[config.mk]
export PLATFORM = sky130hd
export DESIGN_NAME = array_insert_delete_search_flat
export DESIGN_NICKNAME = d
export VERILOG_FILES = /design/src/rtl/core/aids_pkg.sv /design/src/rtl/core/aids_cmd_if.sv /design/src/rtl/core/aids_rsp_if.sv /design/src/rtl/core/aids_cell.sv /design/src/rtl/core/aids_ctrl.sv /design/src/rtl/core/array_insert_delete_search.sv /design/src/flat_wrapper.sv
export SDC_FILE = /design/constraint.sdc
export NUM_CORES = 2
export LEC_CHECK = 0
export BUFFER_PORTS_ARGS = -buffer_cell sky130_fd_sc_hd__buf_2
export CAP_MARGIN = 20
export CORE_UTILIZATION = 40
export DETAILED_ROUTE_END_ITERATION = 8
export SLEW_MARGIN = 20
export SYNTH_ARGS = -nofsm -noshare
export SYNTH_HDL_FRONTEND = slang
export SYNTH_SLANG_ARGS = --single-unit
[constraint.sdc]
create_clock -name clk -period 6.98 [get_ports clk]
set_clock_uncertainty 0.15 [all_clocks]
set_input_delay 1.047 -clock clk [delete_from_list [all_inputs] [get_ports clk]]
set_output_delay 1.047 -clock clk [all_outputs]
set_load 0.02 [all_outputs]
[src/rtl/core/aids_pkg.sv]
package aids_pkg;

  localparam int DEF_CAPACITY   = 16;
  localparam int DEF_WORD_WIDTH = 32;

  localparam int OP_W     = 3;
  localparam int POS_W    = 5;
  localparam int VAL_W    = 32;
  localparam int STATUS_W = 2;
  localparam int COUNT_W  = 5;
  localparam int FOUND_W  = 4;
  localparam int MASK_W   = 16;

  typedef enum logic [OP_W-1:0] {
    OP_CLEAR      = 3'd0,
    OP_INSERT     = 3'd1,
    OP_DEL_POS    = 3'd2,
    OP_DEL_VAL    = 3'd3,
    OP_FIND_FIRST = 3'd4,
    OP_FIND_ALL   = 3'd5,
    OP_READ       = 3'd6
  } op_t;

  typedef enum logic [STATUS_W-1:0] {
    STAT_OK        = 2'd0,
    STAT_BAD_POS   = 2'd1,
    STAT_FULL      = 2'd2,
    STAT_NOT_FOUND = 2'd3
  } stat_t;

  typedef enum logic {
    ST_IDLE = 1'b0,
    ST_SCAN = 1'b1
  } state_t;

  // Per-cell steering for one cycle; at most one bit is set.
  typedef struct packed {
    logic load;
    logic take_left;
    logic take_right;
  } cell_cmd_t;

endpackage

[src/rtl/core/aids_cmd_if.sv]
interface aids_cmd_if;
  import aids_pkg::*;

  logic                    valid;
  logic                    ready;
  logic [OP_W-1:0]         operation;
  logic [POS_W-1:0]        position;
  logic signed [VAL_W-1:0] value;

  modport source (output valid, output operation, output position, output value,
                  input ready);
  modport sink (input valid, input operation, input position, input value,
                output ready);
endinterface

[src/rtl/core/aids_rsp_if.sv]
interface aids_rsp_if;
  import aids_pkg::*;

  logic                    valid;
  logic                    ready;
  logic [STATUS_W-1:0]     status;
  logic [COUNT_W-1:0]      count;
  logic [FOUND_W-1:0]      found_index;
  logic [MASK_W-1:0]       match_mask;
  logic signed [VAL_W-1:0] read_value;

  modport source (output valid, output status, output count, output found_index,
                  output match_mask, output read_value, input ready);
  modport sink (input valid, input status, input count, input found_index,
                input match_mask, input read_value, output ready);
endinterface

[src/rtl/core/aids_cell.sv]
module aids_cell #(
  parameter int WORD_WIDTH = aids_pkg::DEF_WORD_WIDTH
) (
  input  logic                  clk,
  input  aids_pkg::cell_cmd_t   cmd,
  input  logic [WORD_WIDTH-1:0] word,
  input  logic [WORD_WIDTH-1:0] left,
  input  logic [WORD_WIDTH-1:0] right,
  output logic [WORD_WIDTH-1:0] data,
  output logic                  eq
);
  import aids_pkg::*;

  logic [WORD_WIDTH-1:0] data_next;

  always_comb begin
    if (cmd.load) begin
      data_next = word;
    end else if (cmd.take_left) begin
      data_next = left;
    end else if (cmd.take_right) begin
      data_next = right;
    end else begin
      data_next = data;
    end
  end

  always_ff @(posedge clk) begin
    data <= data_next;
  end

  assign eq = (data == word);

endmodule

[src/rtl/core/aids_ctrl.sv]
module aids_ctrl #(
  parameter int CAPACITY   = aids_pkg::DEF_CAPACITY,
  parameter int WORD_WIDTH = aids_pkg::DEF_WORD_WIDTH
) (
  input  logic                  clk,
  input  logic                  rst,
  aids_cmd_if.sink              cmd,
  aids_rsp_if.source            rsp,
  input  logic [WORD_WIDTH-1:0] cell_data [CAPACITY],
  input  logic [CAPACITY-1:0]   eq,
  output logic [WORD_WIDTH-1:0] word,
  output aids_pkg::cell_cmd_t   cell_cmd [CAPACITY]
);
  import aids_pkg::*;

  localparam int CW  = $clog2(CAPACITY + 1);
  localparam int IW  = $clog2(CAPACITY);
  localparam int CPW = (CW > POS_W) ? CW : POS_W;

  state_t                state, state_next;
  logic [CW-1:0]         count, count_next;
  logic [CW-1:0]         k, k_next;
  logic                  removed, removed_next;
  logic                  scan_del;
  logic [WORD_WIDTH-1:0] val_reg;

  logic                  accept;
  op_t                   op;
  logic [WORD_WIDTH-1:0] in_word;
  logic [CPW-1:0]        pos_c;
  logic [CPW-1:0]        cnt_c;
  logic [CAPACITY-1:0]   valid_vec;
  logic [CAPACITY-1:0]   all_hits;
  logic                  scan_end;
  logic                  scan_hit;
  logic                  ins_ok;

  logic                  res_load;
  stat_t                 res_status;
  logic [FOUND_W-1:0]    res_found;
  logic [MASK_W-1:0]     res_mask;
  logic [VAL_W-1:0]      res_read;

  assign cmd.ready = (state == ST_IDLE) && (!rsp.valid || rsp.ready);
  assign accept    = cmd.valid && cmd.ready;
  assign op        = op_t'(cmd.operation);
  assign in_word   = WORD_WIDTH'($signed(cmd.value));
  assign word      = (state == ST_IDLE) ? in_word : val_reg;
  assign pos_c     = CPW'(cmd.position);
  assign cnt_c     = CPW'(count);
  assign ins_ok    = (pos_c <= cnt_c) && (count < CW'(CAPACITY));

  always_comb begin
    for (int i = 0; i < CAPACITY; i++) begin
      valid_vec[i] = (CW'(i) < count);
    end
  end

  assign all_hits = eq & valid_vec;
  assign scan_end = (k >= count);
  assign scan_hit = !scan_end && eq[k[IW-1:0]];

  always_comb begin
    state_next = state;
    unique case (state)
      ST_IDLE: begin
        if (accept && (op == OP_DEL_VAL || op == OP_FIND_FIRST)) begin
          state_next = ST_SCAN;
        end
      end
      ST_SCAN: begin
        if (scan_end || (scan_hit && !scan_del)) begin
          state_next = ST_IDLE;
        end
      end
      default: state_next = ST_IDLE;
    endcase
  end

  always_comb begin
    count_next   = count;
    k_next       = k;
    removed_next = removed;
    res_load     = 1'b0;
    res_status   = STAT_OK;
    res_found    = '0;
    res_mask     = '0;
    res_read     = '0;
    for (int i = 0; i < CAPACITY; i++) begin
      cell_cmd[i] = '0;
    end
    unique case (state)
      ST_IDLE: begin
        if (accept) begin
          res_load = 1'b1;
          case (op)
            OP_CLEAR: begin
              count_next = '0;
            end
            OP_INSERT: begin
              if (pos_c > cnt_c) begin
                res_status = STAT_BAD_POS;
              end else if (!ins_ok) begin
                res_status = STAT_FULL;
              end else begin
                for (int i = 0; i < CAPACITY; i++) begin
                  cell_cmd[i].load      = (CPW'(i) == pos_c);
                  cell_cmd[i].take_left = (CPW'(i) > pos_c);
                end
                count_next = CW'(count + CW'(1));
              end
            end
            OP_DEL_POS: begin
              if (pos_c >= cnt_c) begin
                res_status = STAT_BAD_POS;
              end else begin
                for (int i = 0; i < CAPACITY; i++) begin
                  cell_cmd[i].take_right = (CPW'(i) >= pos_c);
                end
                count_next = CW'(count - CW'(1));
              end
            end
            OP_DEL_VAL, OP_FIND_FIRST: begin
              res_load     = 1'b0;
              k_next       = '0;
              removed_next = 1'b0;
            end
            OP_FIND_ALL: begin
              res_mask   = MASK_W'(all_hits);
              res_status = (|all_hits) ? STAT_OK : STAT_NOT_FOUND;
            end
            OP_READ: begin
              if (pos_c >= cnt_c) begin
                res_status = STAT_BAD_POS;
              end else begin
                res_read = VAL_W'($signed(cell_data[pos_c[IW-1:0]]));
              end
            end
            default: begin
              res_status = STAT_OK;
            end
          endcase
        end
      end
      ST_SCAN: begin
        if (scan_end) begin
          res_load   = 1'b1;
          res_status = (scan_del && removed) ? STAT_OK : STAT_NOT_FOUND;
        end else if (scan_hit) begin
          if (scan_del) begin
            // Close the gap at the pointer and test the same slot again.
            for (int i = 0; i < CAPACITY; i++) begin
              cell_cmd[i].take_right = (CW'(i) >= k);
            end
            count_next   = CW'(count - CW'(1));
            removed_next = 1'b1;
          end else begin
            res_load  = 1'b1;
            res_found = FOUND_W'(k);
          end
        end else begin
          k_next = CW'(k + CW'(1));
        end
      end
      default: begin
        res_load = 1'b0;
      end
    endcase
  end

  always_ff @(posedge clk) begin
    if (rst) begin
      state     <= ST_IDLE;
      count     <= '0;
      k         <= '0;
      removed   <= 1'b0;
      rsp.valid <= 1'b0;
    end else begin
      state   <= state_next;
      count   <= count_next;
      k       <= k_next;
      removed <= removed_next;
      if (res_load) begin
        rsp.valid <= 1'b1;
      end else if (rsp.ready) begin
        rsp.valid <= 1'b0;
      end
    end
  end

  always_ff @(posedge clk) begin
    if (accept) begin
      val_reg  <= in_word;
      scan_del <= (op == OP_DEL_VAL);
    end
    if (res_load) begin
      rsp.status      <= res_status;
      rsp.count       <= COUNT_W'(count_next);
      rsp.found_index <= res_found;
      rsp.match_mask  <= res_mask;
      rsp.read_value  <= res_read;
    end
  end

`ifndef SYNTHESIS
  a_count_bound: assert property (@(posedge clk) disable iff (rst)
    count <= CW'(CAPACITY))
    else $error("entry count exceeds capacity");

  a_scan_ptr: assert property (@(posedge clk) disable iff (rst)
    state == ST_SCAN |-> k <= count)
    else $error("scan pointer beyond entry count");

  a_scan_shrink: assert property (@(posedge clk) disable iff (rst)
    state == ST_SCAN |=> count <= $past(count))
    else $error("entry count grew during a scan");

  a_insert_grow: assert property (@(posedge clk) disable iff (rst)
    (accept && op == OP_INSERT && ins_ok) |=> count == $past(count) + 1)
    else $error("accepted insert did not add an entry");

  a_result_free: assert property (@(posedge clk) disable iff (rst)
    accept |-> (!rsp.valid || rsp.ready))
    else $error("item accepted while a result was blocked");
`endif

endmodule

[src/rtl/core/array_insert_delete_search.sv]
// Latency: clear, insert, delete at position, search all and read return their
// result one cycle after the item is accepted. Search first and delete by value
// take up to count+1 cycles: a pointer visits one entry a cycle, and a matching
// entry under delete by value is shifted out in that cycle instead of stepped past.
// Throughput: one item per cycle for the single-cycle commands when results are taken.
// Reset (synchronous, active high) empties the list; stored words keep old contents.
module array_insert_delete_search #(
  parameter int CAPACITY   = aids_pkg::DEF_CAPACITY,
  parameter int WORD_WIDTH = aids_pkg::DEF_WORD_WIDTH
) (
  input logic        clk,
  input logic        rst,
  aids_cmd_if.sink   cmd,
  aids_rsp_if.source rsp
);
  import aids_pkg::*;

  logic [WORD_WIDTH-1:0] cell_data [CAPACITY];
  logic [CAPACITY-1:0]   eq;
  logic [WORD_WIDTH-1:0] word;
  cell_cmd_t             cell_cmd [CAPACITY];

  aids_ctrl #(
    .CAPACITY  (CAPACITY),
    .WORD_WIDTH(WORD_WIDTH)
  ) u_ctrl (
    .clk      (clk),
    .rst      (rst),
    .cmd      (cmd),
    .rsp      (rsp),
    .cell_data(cell_data),
    .eq       (eq),
    .word     (word),
    .cell_cmd (cell_cmd)
  );

  for (genvar i = 0; i < CAPACITY; i++) begin : g_cell
    logic [WORD_WIDTH-1:0] left;
    logic [WORD_WIDTH-1:0] right;

    if (i == 0) begin : g_first
      assign left = cell_data[i];
    end else begin : g_mid_l
      assign left = cell_data[i-1];
    end

    if (i == CAPACITY - 1) begin : g_last
      assign right = cell_data[i];
    end else begin : g_mid_r
      assign right = cell_data[i+1];
    end

    aids_cell #(
      .WORD_WIDTH(WORD_WIDTH)
    ) u_cell (
      .clk  (clk),
      .cmd  (cell_cmd[i]),
      .word (word),
      .left (left),
      .right(right),
      .data (cell_data[i]),
      .eq   (eq[i])
    );
  end

endmodule

[src/flat_wrapper.sv]
// flat-port wrapper written by rule: the top's interface ports become plain ports
module array_insert_delete_search_flat import aids_pkg::*;
#(
  parameter int CAPACITY   = aids_pkg::DEF_CAPACITY,
  parameter int WORD_WIDTH = aids_pkg::DEF_WORD_WIDTH
)
  (clk, rst, cmd_valid, cmd_operation, cmd_position, cmd_value, cmd_ready, rsp_valid, rsp_status, rsp_count, rsp_found_index, rsp_match_mask, rsp_read_value, rsp_ready);
  aids_cmd_if cmd_i ();
  aids_rsp_if rsp_i ();
  input logic clk;
  input logic rst;
  input wire logic [$bits(cmd_i.valid)-1:0] cmd_valid;
  input wire logic [$bits(cmd_i.operation)-1:0] cmd_operation;
  input wire logic [$bits(cmd_i.position)-1:0] cmd_position;
  input wire logic [$bits(cmd_i.value)-1:0] cmd_value;
  output wire logic [$bits(cmd_i.ready)-1:0] cmd_ready;
  output wire logic [$bits(rsp_i.valid)-1:0] rsp_valid;
  output wire logic [$bits(rsp_i.status)-1:0] rsp_status;
  output wire logic [$bits(rsp_i.count)-1:0] rsp_count;
  output wire logic [$bits(rsp_i.found_index)-1:0] rsp_found_index;
  output wire logic [$bits(rsp_i.match_mask)-1:0] rsp_match_mask;
  output wire logic [$bits(rsp_i.read_value)-1:0] rsp_read_value;
  input wire logic [$bits(rsp_i.ready)-1:0] rsp_ready;
  assign cmd_i.valid = cmd_valid;
  assign cmd_i.operation = cmd_operation;
  assign cmd_i.position = cmd_position;
  assign cmd_i.value = cmd_value;
  assign cmd_ready = cmd_i.ready;
  assign rsp_valid = rsp_i.valid;
  assign rsp_status = rsp_i.status;
  assign rsp_count = rsp_i.count;
  assign rsp_found_index = rsp_i.found_index;
  assign rsp_match_mask = rsp_i.match_mask;
  assign rsp_read_value = rsp_i.read_value;
  assign rsp_i.ready = rsp_ready;
  array_insert_delete_search #(.CAPACITY(CAPACITY), .WORD_WIDTH(WORD_WIDTH)) u_core (.clk(clk), .rst(rst), .cmd(cmd_i), .rsp(rsp_i));
endmodule
==> impl_metrics.tcl <==
set metrics [dict create \
    routed_wl_mm 174 \
    netlist_instances 3926 \
    placedCellCount 5172 \
    largest_reg_flops 512 \
    p_comb_share_pct 13.4 \
    ir_drop_v 0.000156 \
    final.period_utilization_pct 93.6 \
    slew_violations 0 \
    drc 0 \
    critPathLaunchType "flop" \
    routedWlPerCell_um 32.8 \
    clk_latency_ns 0.67 \
    cts_tree "yes" \
    start_util_pct 40.4 \
    syn_nets 3986 \
    p_clk_share_pct 43.2 \
    yosysWarningCount 0 \
    dp_hpwl_mm 123 \
    status "finished, final reports clean" \
    setup_tns_ns 0 \
    cp_max_fo 32 \
    synth_area_sq_um 40400 \
    synth.avg_cell_area_sq_um 10.3 \
    fmax_mhz 153 \
    internal-power_mw 6.95 \
    pwr-share-seq_pct 43.4 \
    drive_gt1_share_pct 15.6 \
    reg2reg_to "u_core.g_cell[14].u_cell.data[25]" \
    critical_path_arrival_ns 6.65 \
    cts_buffers 74 \
    swShare_pct 27.5 \
    core-area_sq_um 100000 \
    clockRootBuffer "clkbuf_16" \
    ys_ff_latch 617 \
    hold_violations 0 \
    ant_nets 0 \
    dr.pass1.iters 7 \
    crit_type "reg2reg" \
    cts_resized 0 \
    async_reset_ff_share_pct 0 \
    cts.sinks 617 \
    m1WireLength_mm 64.5 \
    ios 105 \
    reg2reg_slack_ns 0.45 \
    synthToLayoutAreaGrowth_pct 12.4 \
    rsz0062_at_grt "no" \
    cts_setup_buffers 0 \
    clk_pin_slew_ns 0.06 \
    maxUsedRoutingLayer "met5" \
    hold_path_end "u_core.u_ctrl.removed" \
    worstPathRequired_ns 7.10 \
    min_period_ns 6.53 \
    antenna_found_initial 7 \
    ys_seq_area_share_pct 45.6 \
    synth.distinct_cells 68 \
    wl_met2_mm 74.8 \
    vias 35371 \
    port_buffers 104 \
    powerDensity_nw_per_um2 211 \
    finalSetupViolCount 0 \
    fin_cells 5306 \
    ctsHoldBuffers 0 \
    cts_max_path_buffers 3 \
    synth_edf_count 604 \
    drt_iter0_drc 5733 \
    final_nets 4010 \
    synth_ff_type "edfxtp_1" \
    dr_wl_met3_mm 22.9 \
    grt.total_usage_pct 33.1 \
    drv_cap 0 \
    hold_ws_ns 0.337 \
    postLayoutCoreUtil_pct 45.4 \
    overflow 0 \
    grt_pass1_wl_mm 244 \
    r2r-start "u_core.u_ctrl.state" \
    grt_max_degree 90 \
    min-delay-start "u_core.u_ctrl.removed" \
    final_common_cell "edfxtp_1" \
    die_h_um 320 \
    max_slew_margin_pct 16.0 \
    reg2reg_depth 14 \
    die_w_um 320 \
    viasPerCell 6.67 \
    final_cell_mix "edfxtp_1 (604), xnor2_1 (514), nor2_1 (426)" \
    gp_congestion 1.04 \
    final_area_sq_um 45400 \
    place_area_sq_um 42900 \
    tightest_slew_ns 1.26 \
    first_global_vias 32424 \
    min_path_cells 1 \
    rows 116 \
    htree_num_levels 3 \
    power_leakage_nw 15.1 \
    p_sw_mw 2.63 \
    min-delay-path-class "reg2reg" \
    die_area_sq_um 102000 \
    critPathCaptureType "flop" \
]
## layout make-up
class                      instances  area [sq um]
antenna                            1          2.50
clock buffer                      90          1970
clock inverter                    43           527
fill                            9405         54600
inverter                          20          76.3
multi-input combinational       2966         20800
tap                             1298          1620
sequential                       617         18400
timing repair buffer             271          1970
## how the worst max path moves through the flow
| stage | endpoint | cells past startpoint | startpoint |
|---|---|---|---|
| after floorplan | u_core.g_cell[11].u_cell.data[0] | 12 | cmd_position[0] |
| after global placement | u_core.g_cell[14].u_cell.data[2] | 14 | u_core.u_ctrl.state |
| after detailed placement | u_core.g_cell[14].u_cell.data[8] | 14 | u_core.u_ctrl.state |
| after CTS | u_core.g_cell[14].u_cell.data[3] | 14 | u_core.u_ctrl.state |
| after global routing | u_core.g_cell[14].u_cell.data[25] | 14 | u_core.u_ctrl.state |
| final | u_core.g_cell[14].u_cell.data[25] | 14 | u_core.u_ctrl.state |
## worst max-delay path: stages (launching register included)
cell,delay (ns)
dfxtp_4,0.88
buf_4,0.34
mux2i_4,0.84
buf_4,0.36
xnor2_1,0.14
nor4_1,0.50
nand4_1,0.42
nor2_1,0.48
o2111ai_1,0.23
nor3_2,0.21
o21ai_2,0.20
or3_1,0.38
buf_4,0.25
o32ai_4,0.14
buf_4,0.50
## cell families (layout without fill, tap and decap cells)
family / Yosys count / in the layout / synth area share [%]
AOI/OAI and AO/OA: 944 / 944 / 14.0
xor gates and xnor gates: 514 / 514 / 11.2
adders and majority gates: 17 / 17 / 0.521
buffers and inverters: 343 / 424 / 3.95
DFF: 617 / 617 / 45.6
muxes: 337 / 337 / 12.3
other: 0 / 1 / 0
and+or+nand+nor: 1154 / 1154 / 12.5
## cells in the mapped netlist, types with 28 or more instances
library cell	n	share of area (%)
buf_2	41	0.51
a22oi_1	64	1.2
clkbuf_1	218	2.0
mux2i_1	152	3.8
a211oi_1	33	0.61
a31oi_1	75	1.2
buf_1	28	0.26
xnor2_1	514	11
a221o_1	43	1.1
nor4_1	130	2.0
buf_6	28	0.78
nand2_1	422	3.9
o22ai_1	34	0.53
o21ai_0	317	3.9
a21oi_1	283	3.5
edfxtp_1	604	45
mux4_2	94	5.2
mux2_2	59	1.6
nand4_1	35	0.54
and2_1	39	0.60
nor2_1	439	4.1
## layer usage
metal	vias up	global-route usage (%)
li1	14570	-
met1	17378	43.6
met5	-	0
met4	8	18.2
met3	563	8.50
met2	2852	49.6
## power groups by stage
stage               registers, mW  clock network, mW  logic, mW
floorplan                    4.25                  0      0.720
global placement             4.24                  0       1.23
detailed placement           4.24                  0       1.23
CTS                          4.16               4.14       1.24
global route                 4.16               4.28       1.31
finish                       4.16               4.14       1.28
## metrics by stage
| step | power, mW | setup slack [ns] |
|---|---|---|
| floorplan | 4.97 | 0.628 |
| global placement | 5.47 | 0.708 |
| detailed placement | 5.47 | 0.775 |
| CTS | 9.54 | 0.748 |
| global route | 9.75 | 0.439 |
| finish | 9.58 | 0.446 |
(Power assumes the default switching activity.)
